--- config.mk ---
export PLATFORM = sky130hd
export DESIGN_NAME = frame_deadline_pacer_unit
export DESIGN_NICKNAME = d
export VERILOG_FILES = /design/src/sv/fdp_pkg.sv /design/src/sv/frame_deadline_pacer_unit.sv
export SDC_FILE = /design/constraint.sdc
export NUM_CORES = 2
export LEC_CHECK = 0
export BUFFER_PORTS_ARGS = -buffer_cell sky130_fd_sc_hd__buf_4
export CAP_MARGIN = 5
export CORE_AREA = 8 8 284 286
export CTS_CLUSTER_SIZE = 8
export DETAILED_ROUTE_END_ITERATION = 16
export DIE_AREA = 0 0 292 294
export PLACE_DENSITY = 0.84
export SYNTH_ARGS = -nofsm -noshare
export SYNTH_HDL_FRONTEND = slang
export SYNTH_SLANG_ARGS = --single-unit
--- constraint.sdc ---
create_clock -name clk -period 20.7 [get_ports clk]
set_input_delay 2.07 -clock clk [delete_from_list [all_inputs] [get_ports clk]]
set_output_delay 2.07 -clock clk [all_outputs]
set_load 0.01 [all_outputs]
--- src/sv/fdp_pkg.sv ---
package fdp_pkg;

    localparam int DISPLAYS = 4;
    localparam int DISP_W   = (DISPLAYS > 1) ? $clog2(DISPLAYS) : 1;

    localparam int TIME_W = 64;
    localparam int IV_W   = 20;
    localparam int RATE_W = 12;
    localparam int TOL_W  = 16;
    localparam int DSP_W  = 8;

    // serial datapath: one 4-bit digit per cycle, least significant first
    localparam int DIG_W = 4;
    localparam int NDIG  = TIME_W / DIG_W;
    localparam int CNT_W = 5;

    localparam logic [IV_W-1:0]   DEFAULT_IV   = IV_W'(16666);
    localparam logic [RATE_W-1:0] DEFAULT_RATE = RATE_W'(60);
    localparam logic [IV_W-1:0]   US_PER_SEC   = IV_W'(1000000);
    localparam logic [TOL_W-1:0]  TOL_RESET    = TOL_W'(1000);

    localparam logic [2:0] OP_INIT      = 3'd0;
    localparam logic [2:0] OP_SET_RATE  = 3'd1;
    localparam logic [2:0] OP_NEXT      = 3'd2;
    localparam logic [2:0] OP_EVAL      = 3'd3;
    localparam logic [2:0] OP_PRESENTED = 3'd4;

    localparam logic [1:0] V_READY = 2'd0;
    localparam logic [1:0] V_BURST = 2'd1;
    localparam logic [1:0] V_LATE  = 2'd2;
    localparam logic [1:0] V_WAIT  = 2'd3;

endpackage

--- src/sv/frame_deadline_pacer_unit.sv ---
// Frame deadline pacer for up to DISPLAYS displays. A request is taken when
// start is high and busy is low; exactly one result follows, shown for one
// cycle with done high, and the receiver cannot stall it. Next-deadline,
// evaluate and presented requests run the 64-bit times through a 4-bit
// digit-serial datapath. Init and set-rate run a restoring divider one
// quotient bit per cycle. Requests on an invalid display for init, set-rate
// or presented, and unused request codes, go straight to the final state.
// A new request can be taken in the cycle done is high. The jitter
// tolerance register is written through cfg_we/cfg_data; the user must
// write it only while the block is idle, which the block does not enforce.
module frame_deadline_pacer_unit
    import fdp_pkg::*;
(
    input  logic              clk,
    input  logic              rst_n,
    input  logic              start,
    output logic              busy,
    input  logic [2:0]        req_type,
    input  logic [DSP_W-1:0]  display,
    input  logic [RATE_W-1:0] rate_hz,
    input  logic [TIME_W-1:0] now_us,
    input  logic [TIME_W-1:0] request_deadline,
    input  logic              cfg_we,
    input  logic [TOL_W-1:0]  cfg_data,
    output logic              done,
    output logic              status,
    output logic [1:0]        verdict,
    output logic [TIME_W-1:0] deadline_us
);

    localparam logic [1:0] ST_IDLE = 2'd0;
    localparam logic [1:0] ST_SER  = 2'd1;
    localparam logic [1:0] ST_DIV  = 2'd2;
    localparam logic [1:0] ST_FIN  = 2'd3;

    logic [1:0]       state_reg, state_next;
    logic [CNT_W-1:0] cnt_reg, cnt_next;

    logic [TOL_W-1:0] tol_reg;

    logic              act_reg [DISPLAYS];
    logic [TIME_W-1:0] lp_reg  [DISPLAYS];
    logic [TIME_W-1:0] nd_reg  [DISPLAYS];
    logic [IV_W-1:0]   iv_reg  [DISPLAYS];

    logic [2:0]        op_reg;
    logic [DISP_W-1:0] idx_reg;
    logic              valid_reg;
    logic              live_reg;   // valid and active

    logic [TIME_W-1:0] sh_now_reg, sh_req_reg, sh_lp_reg, sh_nd_reg, sh_sum_reg;
    logic [IV_W-1:0]   sh_add_reg, sh_half_reg;
    logic [TOL_W-1:0]  sh_tol_reg;

    logic c1_reg, c2_reg, c3_reg, c4_reg, b_reg;
    logic lp_nz_reg, nd_nz_reg, nd_gt_now_reg, now_gt_lp_reg;
    logic diff_lt_half_reg, s3_lt_req_reg, now_gt_s4_reg;

    logic [RATE_W:0]   rem_reg;
    logic [IV_W-1:0]   quo_reg;
    logic [RATE_W-1:0] div_reg;

    logic              done_reg, status_reg;
    logic [1:0]        verdict_reg;
    logic [TIME_W-1:0] deadline_reg;

    logic [DISP_W-1:0] in_idx;
    logic              in_valid, in_live, accept;
    logic [IV_W-1:0]   in_iv;

    logic [DIG_W-1:0] n_d, r_d, l_d, x_d, a_d, h_d, t_d;
    logic [DIG_W:0]   s1, s2, s3, s4, df;

    logic [RATE_W:0]   rem_sh;
    logic              rem_ge;

    logic [TIME_W-1:0] nd_new;
    logic [1:0]        eval_v;

    assign accept   = start && !busy;
    assign in_idx   = display[DISP_W-1:0];
    assign in_valid = (32'(display) < DISPLAYS);
    assign in_live  = in_valid && act_reg[in_idx];
    assign in_iv    = iv_reg[in_idx];

    // current digits
    assign n_d = sh_now_reg[DIG_W-1:0];
    assign r_d = sh_req_reg[DIG_W-1:0];
    assign l_d = sh_lp_reg[DIG_W-1:0];
    assign x_d = sh_nd_reg[DIG_W-1:0];
    assign a_d = sh_add_reg[DIG_W-1:0];
    assign h_d = sh_half_reg[DIG_W-1:0];
    assign t_d = sh_tol_reg[DIG_W-1:0];

    assign s1 = {1'b0, n_d} + {1'b0, a_d} + {{DIG_W{1'b0}}, c1_reg};  // now + interval
    assign s2 = {1'b0, x_d} + {1'b0, a_d} + {{DIG_W{1'b0}}, c2_reg};  // deadline + interval
    assign s3 = {1'b0, n_d} + {1'b0, t_d} + {{DIG_W{1'b0}}, c3_reg};  // now + tolerance
    assign s4 = {1'b0, r_d} + {1'b0, a_d} + {{DIG_W{1'b0}}, c4_reg};  // request + interval
    assign df = {1'b0, n_d} - {1'b0, l_d} - {{DIG_W{1'b0}}, b_reg};   // now - last present

    assign rem_sh = {rem_reg[RATE_W-1:0], quo_reg[IV_W-1]};
    assign rem_ge = (rem_sh >= {1'b0, div_reg});

    always_comb
    begin
        state_next = state_reg;
        cnt_next   = cnt_reg;
        case (state_reg)
            ST_IDLE:
            begin
                cnt_next = '0;
                if (start)
                begin
                    case (req_type)
                        OP_NEXT, OP_EVAL: state_next = ST_SER;
                        OP_PRESENTED:     state_next = in_valid ? ST_SER : ST_FIN;
                        OP_INIT, OP_SET_RATE: state_next = in_valid ? ST_DIV : ST_FIN;
                        default:          state_next = ST_FIN;
                    endcase
                end
            end
            ST_SER:
            begin
                cnt_next = cnt_reg + 1'b1;
                if (cnt_reg == CNT_W'(NDIG - 1))
                    state_next = ST_FIN;
            end
            ST_DIV:
            begin
                cnt_next = cnt_reg + 1'b1;
                if (cnt_reg == CNT_W'(IV_W - 1))
                    state_next = ST_FIN;
            end
            ST_FIN:  state_next = ST_IDLE;
            default: state_next = ST_IDLE;
        endcase
    end

    // final decisions from the serial flags
    always_comb
    begin
        if (!lp_nz_reg)
            nd_new = sh_now_reg;
        else if (!nd_nz_reg || !nd_gt_now_reg)
            nd_new = sh_sum_reg;
        else
            nd_new = sh_nd_reg;

        if (!live_reg)
            eval_v = V_READY;
        else if (lp_nz_reg && now_gt_lp_reg && diff_lt_half_reg)
            eval_v = V_BURST;
        else if (!s3_lt_req_reg)
            eval_v = now_gt_s4_reg ? V_LATE : V_READY;
        else
            eval_v = V_WAIT;
    end

    always_ff @(posedge clk or negedge rst_n)
    begin
        if (!rst_n)
        begin
            state_reg <= ST_IDLE;
            cnt_reg   <= '0;
            tol_reg   <= TOL_RESET;
            done_reg  <= 1'b0;
            for (int i = 0; i < DISPLAYS; i++)
            begin
                act_reg[i] <= 1'b0;
                lp_reg[i]  <= '0;
                nd_reg[i]  <= '0;
                iv_reg[i]  <= '0;
            end
        end
        else
        begin
            state_reg <= state_next;
            cnt_reg   <= cnt_next;
            done_reg  <= (state_reg == ST_FIN);
            if (cfg_we)
                tol_reg <= cfg_data;

            if (state_reg == ST_FIN && valid_reg)
            begin
                case (op_reg)
                    OP_INIT:
                    begin
                        act_reg[idx_reg] <= 1'b1;
                        lp_reg[idx_reg]  <= '0;
                        nd_reg[idx_reg]  <= '0;
                        iv_reg[idx_reg]  <= quo_reg;
                    end
                    OP_SET_RATE: iv_reg[idx_reg] <= quo_reg;
                    OP_NEXT:
                    begin
                        if (live_reg)
                            nd_reg[idx_reg] <= nd_new;
                    end
                    OP_PRESENTED:
                    begin
                        lp_reg[idx_reg] <= sh_now_reg;
                        if (!nd_gt_now_reg)
                            nd_reg[idx_reg] <= sh_sum_reg;
                    end
                    default: ;
                endcase
            end
        end
    end

    // datapath, no reset needed
    always_ff @(posedge clk)
    begin
        if (accept)
        begin
            op_reg      <= req_type;
            idx_reg     <= in_idx;
            valid_reg   <= in_valid;
            live_reg    <= in_live;
            sh_now_reg  <= now_us;
            sh_req_reg  <= request_deadline;
            sh_lp_reg   <= lp_reg[in_idx];
            sh_nd_reg   <= nd_reg[in_idx];
            sh_sum_reg  <= '0;
            sh_add_reg  <= (req_type == OP_NEXT && !in_live) ? DEFAULT_IV : in_iv;
            sh_half_reg <= in_iv >> 1;
            sh_tol_reg  <= tol_reg;
            c1_reg <= 1'b0;
            c2_reg <= 1'b0;
            c3_reg <= 1'b0;
            c4_reg <= 1'b0;
            b_reg  <= 1'b0;
            lp_nz_reg        <= 1'b0;
            nd_nz_reg        <= 1'b0;
            nd_gt_now_reg    <= 1'b0;
            now_gt_lp_reg    <= 1'b0;
            diff_lt_half_reg <= 1'b0;
            s3_lt_req_reg    <= 1'b0;
            now_gt_s4_reg    <= 1'b0;
            rem_reg <= '0;
            quo_reg <= US_PER_SEC;
            div_reg <= (rate_hz != '0) ? rate_hz : DEFAULT_RATE;
        end
        else if (state_reg == ST_SER)
        begin
            sh_now_reg  <= {n_d, sh_now_reg[TIME_W-1:DIG_W]};
            sh_req_reg  <= {{DIG_W{1'b0}}, sh_req_reg[TIME_W-1:DIG_W]};
            sh_lp_reg   <= {{DIG_W{1'b0}}, sh_lp_reg[TIME_W-1:DIG_W]};
            sh_nd_reg   <= {s2[DIG_W-1:0], sh_nd_reg[TIME_W-1:DIG_W]};
            sh_sum_reg  <= {s1[DIG_W-1:0], sh_sum_reg[TIME_W-1:DIG_W]};
            sh_add_reg  <= {{DIG_W{1'b0}}, sh_add_reg[IV_W-1:DIG_W]};
            sh_half_reg <= {{DIG_W{1'b0}}, sh_half_reg[IV_W-1:DIG_W]};
            sh_tol_reg  <= {{DIG_W{1'b0}}, sh_tol_reg[TOL_W-1:DIG_W]};
            c1_reg <= s1[DIG_W];
            c2_reg <= s2[DIG_W];
            c3_reg <= s3[DIG_W];
            c4_reg <= s4[DIG_W];
            b_reg  <= df[DIG_W];
            lp_nz_reg <= lp_nz_reg | (|l_d);
            nd_nz_reg <= nd_nz_reg | (|x_d);
            // LSB-first compares: the highest differing digit decides
            if (x_d != n_d)
                nd_gt_now_reg <= (x_d > n_d);
            if (n_d != l_d)
                now_gt_lp_reg <= (n_d > l_d);
            if (df[DIG_W-1:0] != h_d)
                diff_lt_half_reg <= (df[DIG_W-1:0] < h_d);
            if (s3[DIG_W-1:0] != r_d)
                s3_lt_req_reg <= (s3[DIG_W-1:0] < r_d);
            if (n_d != s4[DIG_W-1:0])
                now_gt_s4_reg <= (n_d > s4[DIG_W-1:0]);
        end
        else if (state_reg == ST_DIV)
        begin
            rem_reg <= rem_ge ? (rem_sh - {1'b0, div_reg}) : rem_sh;
            quo_reg <= {quo_reg[IV_W-2:0], rem_ge};
        end

        if (state_reg == ST_FIN)
        begin
            status_reg   <= !valid_reg && (op_reg <= OP_PRESENTED);
            verdict_reg  <= (op_reg == OP_EVAL) ? eval_v : V_READY;
            if (op_reg == OP_NEXT)
                deadline_reg <= live_reg ? nd_new : sh_sum_reg;
            else
                deadline_reg <= '0;
        end
    end

    assign busy        = (state_reg != ST_IDLE);
    assign done        = done_reg;
    assign status      = status_reg;
    assign verdict     = verdict_reg;
    assign deadline_us = deadline_reg;

endmodule
==> metrics.md <==
| Metric | Value |
|---|---|
| CP top delay family | buffers and inverters |
| Clock network power share | 28.0% |
| Initial antenna violation count | 13 |
| CP endpoint kind | flip-flop |
| WL final | 139000 um |
| Slew @ Worst Pin | 1.23 ns |
| GR peak layer | met2 |
| H-tree levels | 4 |
| Clock slew at reported path FFs | 0.05 ns |
| Num rows | 102 |
| Minimum clock period | 4.77 ns |
| Switching part of the total | 35.3% |
| Post-synth EDFFs | 397 |
| Peak fanout along the critical path | 89 |
| Total Nets Final | 4962 |
| CP arrival | 5.36 ns |
| Setup TNS | 0 ns |
| Clock buffer depth | 3 |
| Commonest cells after routing, fill and taps aside | nand2_1, dfrtp_1, nor2_1 |
| CP Launch Type | primary input |
| Final Hold Viols | 0 |
| Max-cap violations | 0 |
| Global Route Usage Sum | 32.2% |
| Worst vdd ir | 0.0000880 V |
| Status | finished, final reports clean |
| Core area | 76400 um2 |
| Worst Path Required | 21.29 ns |
| Clk sinks | 1125 |
| Min-delay src | lp_reg[55]$_DFFE_PN0P_ |
| GR Layer Usage met3 | 9.48% |
| Die span in x | 292 um |
| IO Count | 240 |
| Synth warnings | 0 |
| Clock Skews | 0.0404 ns |
| Most frequent CP cell | buf_4 |
| IO buf count | 239 |
| Most common cell after layout, fill and taps aside | nand2_1 |
| CTS tree | built |
| Worst-Skew Late Latency | 0.74 ns |
| Cell variety after synth | 57 |
| Synth Net Count | 4854 |
| Power per cell area | 155 nW/um2 |
| Hold Slack | 0.475 ns |
| Syn avg cell area | 10.8 um2 |
| Reg2reg start | state_reg[1]$_DFFE_PN0P_ |
| Root buf cell | clkbuf_16 |
| Dominant cell type by area after synthesis | dfrtp_1 |
| Leak Pwr | 24.9 nW |
| Routed len/inst | 23.8 um |
| DR vias | 37612 |
| Fillcell total | 4631 |
| DRT Pass-1 Iters | 7 |
| Initial Util | 65.1% |
| Combinational share of power | 27.5% |
| Max Clk Rate | 0.210 GHz |
| Crit path launch | start |
| Post-CTS Setup Bufs | 0 |
| Setup Crit Path Kind | primary input to flip-flop |
| CTS Hold Buffers Added | 0 |
| Vias per cell | 6.43 |
| Final setup violation count | 0 |
| Layout area overhead | 13.7% |
| Worst min-delay path class | flip-flop to flip-flop |
| Cell area after synthesis | 49800 um2 |
| RSZ-0062 raised after global routing | false |
| Net switching power | 3.09 mW |
| Crit path cell chain | buf_4, nand2_4, buf_4, buf_4, buf_4, nand2_1, nand2_1 |
| Async SR Flop Fraction | 55.1% |
| DR DRC count | 0 |
| Residual overflow from global routing | 0 |
| Top_reg_cell synth | dfrtp_1 |
| Sequential share of the synthesized area | 59.5% |
| Pint | 5.66 mW |
| Vias in the first global route | 38660 |
| Max Slew Vio Count | 0 |
| Total CTS buffers | 158 |
| Util after Layout | 74.0% |
| Synth Instances | 4613 |
| DPL Wire Length | 80900 um |
| Largest net degree at the start of global routing | 200 |
| DRT iter0 DRCs | 4867 |
| Share of layout cells above drive strength 1 | 15.0% |
| Met2 Usage GRT | 50.4% |
| Flops & latches, synth | 1125 |
| Gpl congestion | 0.855 |
| Most area-consuming cells after synthesis | dfrtp_1, edfxtp_1, nand2_1 |
| Register share of total power | 44.5% |
| CP Buf/Inv Count | 4 |
| Met1 Usage GRT | 40.7% |
| Critical Path Max Stage Delay | 0.87 ns |
| Global-route wire length before repair | 216000 um |
| DRT antenna net count | 0 |
| Die Height | 294 um |
| Post-CTS sizing | 0 |
| Crit share post-route | 23.0% |
| CP max stage cell | buf_4 |
| Yosys top cell area share | 30.9% |
| Die ar. | 85800 um2 |
| Worst rel slew slack | 17.6% |
[metrics by stage]
step	power (mW)	worst slack (ns)	area [um2]	cells
4_1_cts	8.69	16.12	56600	5842
5_1_grt	9.14	15.86	56600	5846
3_3_place_gp	6.06	15.38	51800	5549
3_5_place_dp	6.19	15.38	51800	5549
6_report	8.76	15.93	56600	5849
2_1_floorplan	5.41	10.32	49800	4613
[worst min-delay path, stage by stage (launching register included)]
cell,delay (ns)
dfrtp_1,0.33
nand2_1,0.04
o21ai_0,0.06
[power by group through the flow]
| stage | registers (mW) | clock network [mW] | logic [mW] |
|---|---|---|---|
| floorplan | 3.73 | 0 | 1.68 |
| global placement | 3.85 | 0 | 2.21 |
| detailed placement | 3.87 | 0 | 2.32 |
| CTS | 3.86 | 2.46 | 2.37 |
| global route | 3.95 | 2.56 | 2.63 |
| finish | 3.90 | 2.45 | 2.41 |
[cell type report]
| type | instances | area (um2) | share of cell area [%] |
|---|---|---|---|
| clock inverters | 9 | 145 | 0.257 |
| diodes | 7 | 17.5 | 0.0310 |
| flip-flops and latches | 1125 | 29600 | 52.3 |
| inverters | 56 | 218 | 0.385 |
| repair buffers | 278 | 2140 | 3.79 |
| multi-input cells | 3102 | 18600 | 32.9 |
| well taps | 988 | 1240 | 2.18 |
| clock buffers | 284 | 4580 | 8.09 |
[Yosys cell counts (all sizes together), types with 13 or more instances]
| cell type | instances |
|---|---|
| a311oi | 65 |
| mux4 | 149 |
| mux2i | 88 |
| ha | 59 |
| nand2 | 1258 |
| dfrtp | 614 |
| nor2 | 418 |
| nand3 | 74 |
| and3 | 13 |
| nor2b | 14 |
| edfxtp | 397 |
| a21oi | 366 |
| clkbuf | 181 |
| inv | 56 |
| dfxtp | 108 |
| buf | 149 |
| o22a | 64 |
| nand2b | 13 |
| o21ai | 317 |
| mux2 | 95 |
[kinds of logic after synthesis]
| family | after synthesis | synth area share, % |
|---|---|---|
| buf+inv | 386 | 3.30 |
| simple gates | 1824 | 14.4 |
| fa+ha+maj | 70 | 1.93 |
| compound gates | 856 | 9.88 |
| mux | 332 | 10.7 |
| flops | 1125 | 59.5 |
| xor+xnor | 20 | 0.352 |
[final timing paths]
kind | slack [ns] | to | cells past startpoint
hold / removal | 0.47 | lp_reg[55]$_DFFE_PN0P_ | 2
min in group asynchronous | 1.41 | nd_reg[31]$_DFFE_PN0P_ | 1
hold reg to reg | 0.47 | lp_reg[55]$_DFFE_PN0P_ | 2
setup reg to reg | 16.19 | sh_lp_reg[43]$_DFFE_PP_ | 6
setup / recovery | 15.93 | sh_now_reg[25]$_DFFE_PP_ | 7
max in group asynchronous | 16.83 | iv_reg[67]$_DFFE_PN0P_ | 3
[per-layer routing]
layer / vias to the layer above / wire length (um)
met3: 477 / 16700
li1: 16226 / -
met2: 2408 / 65800
met1: 18493 / 50200
met5: - / 47
met4: 8 / 6740
No activity file was read; power rests on OpenSTA's default activity.
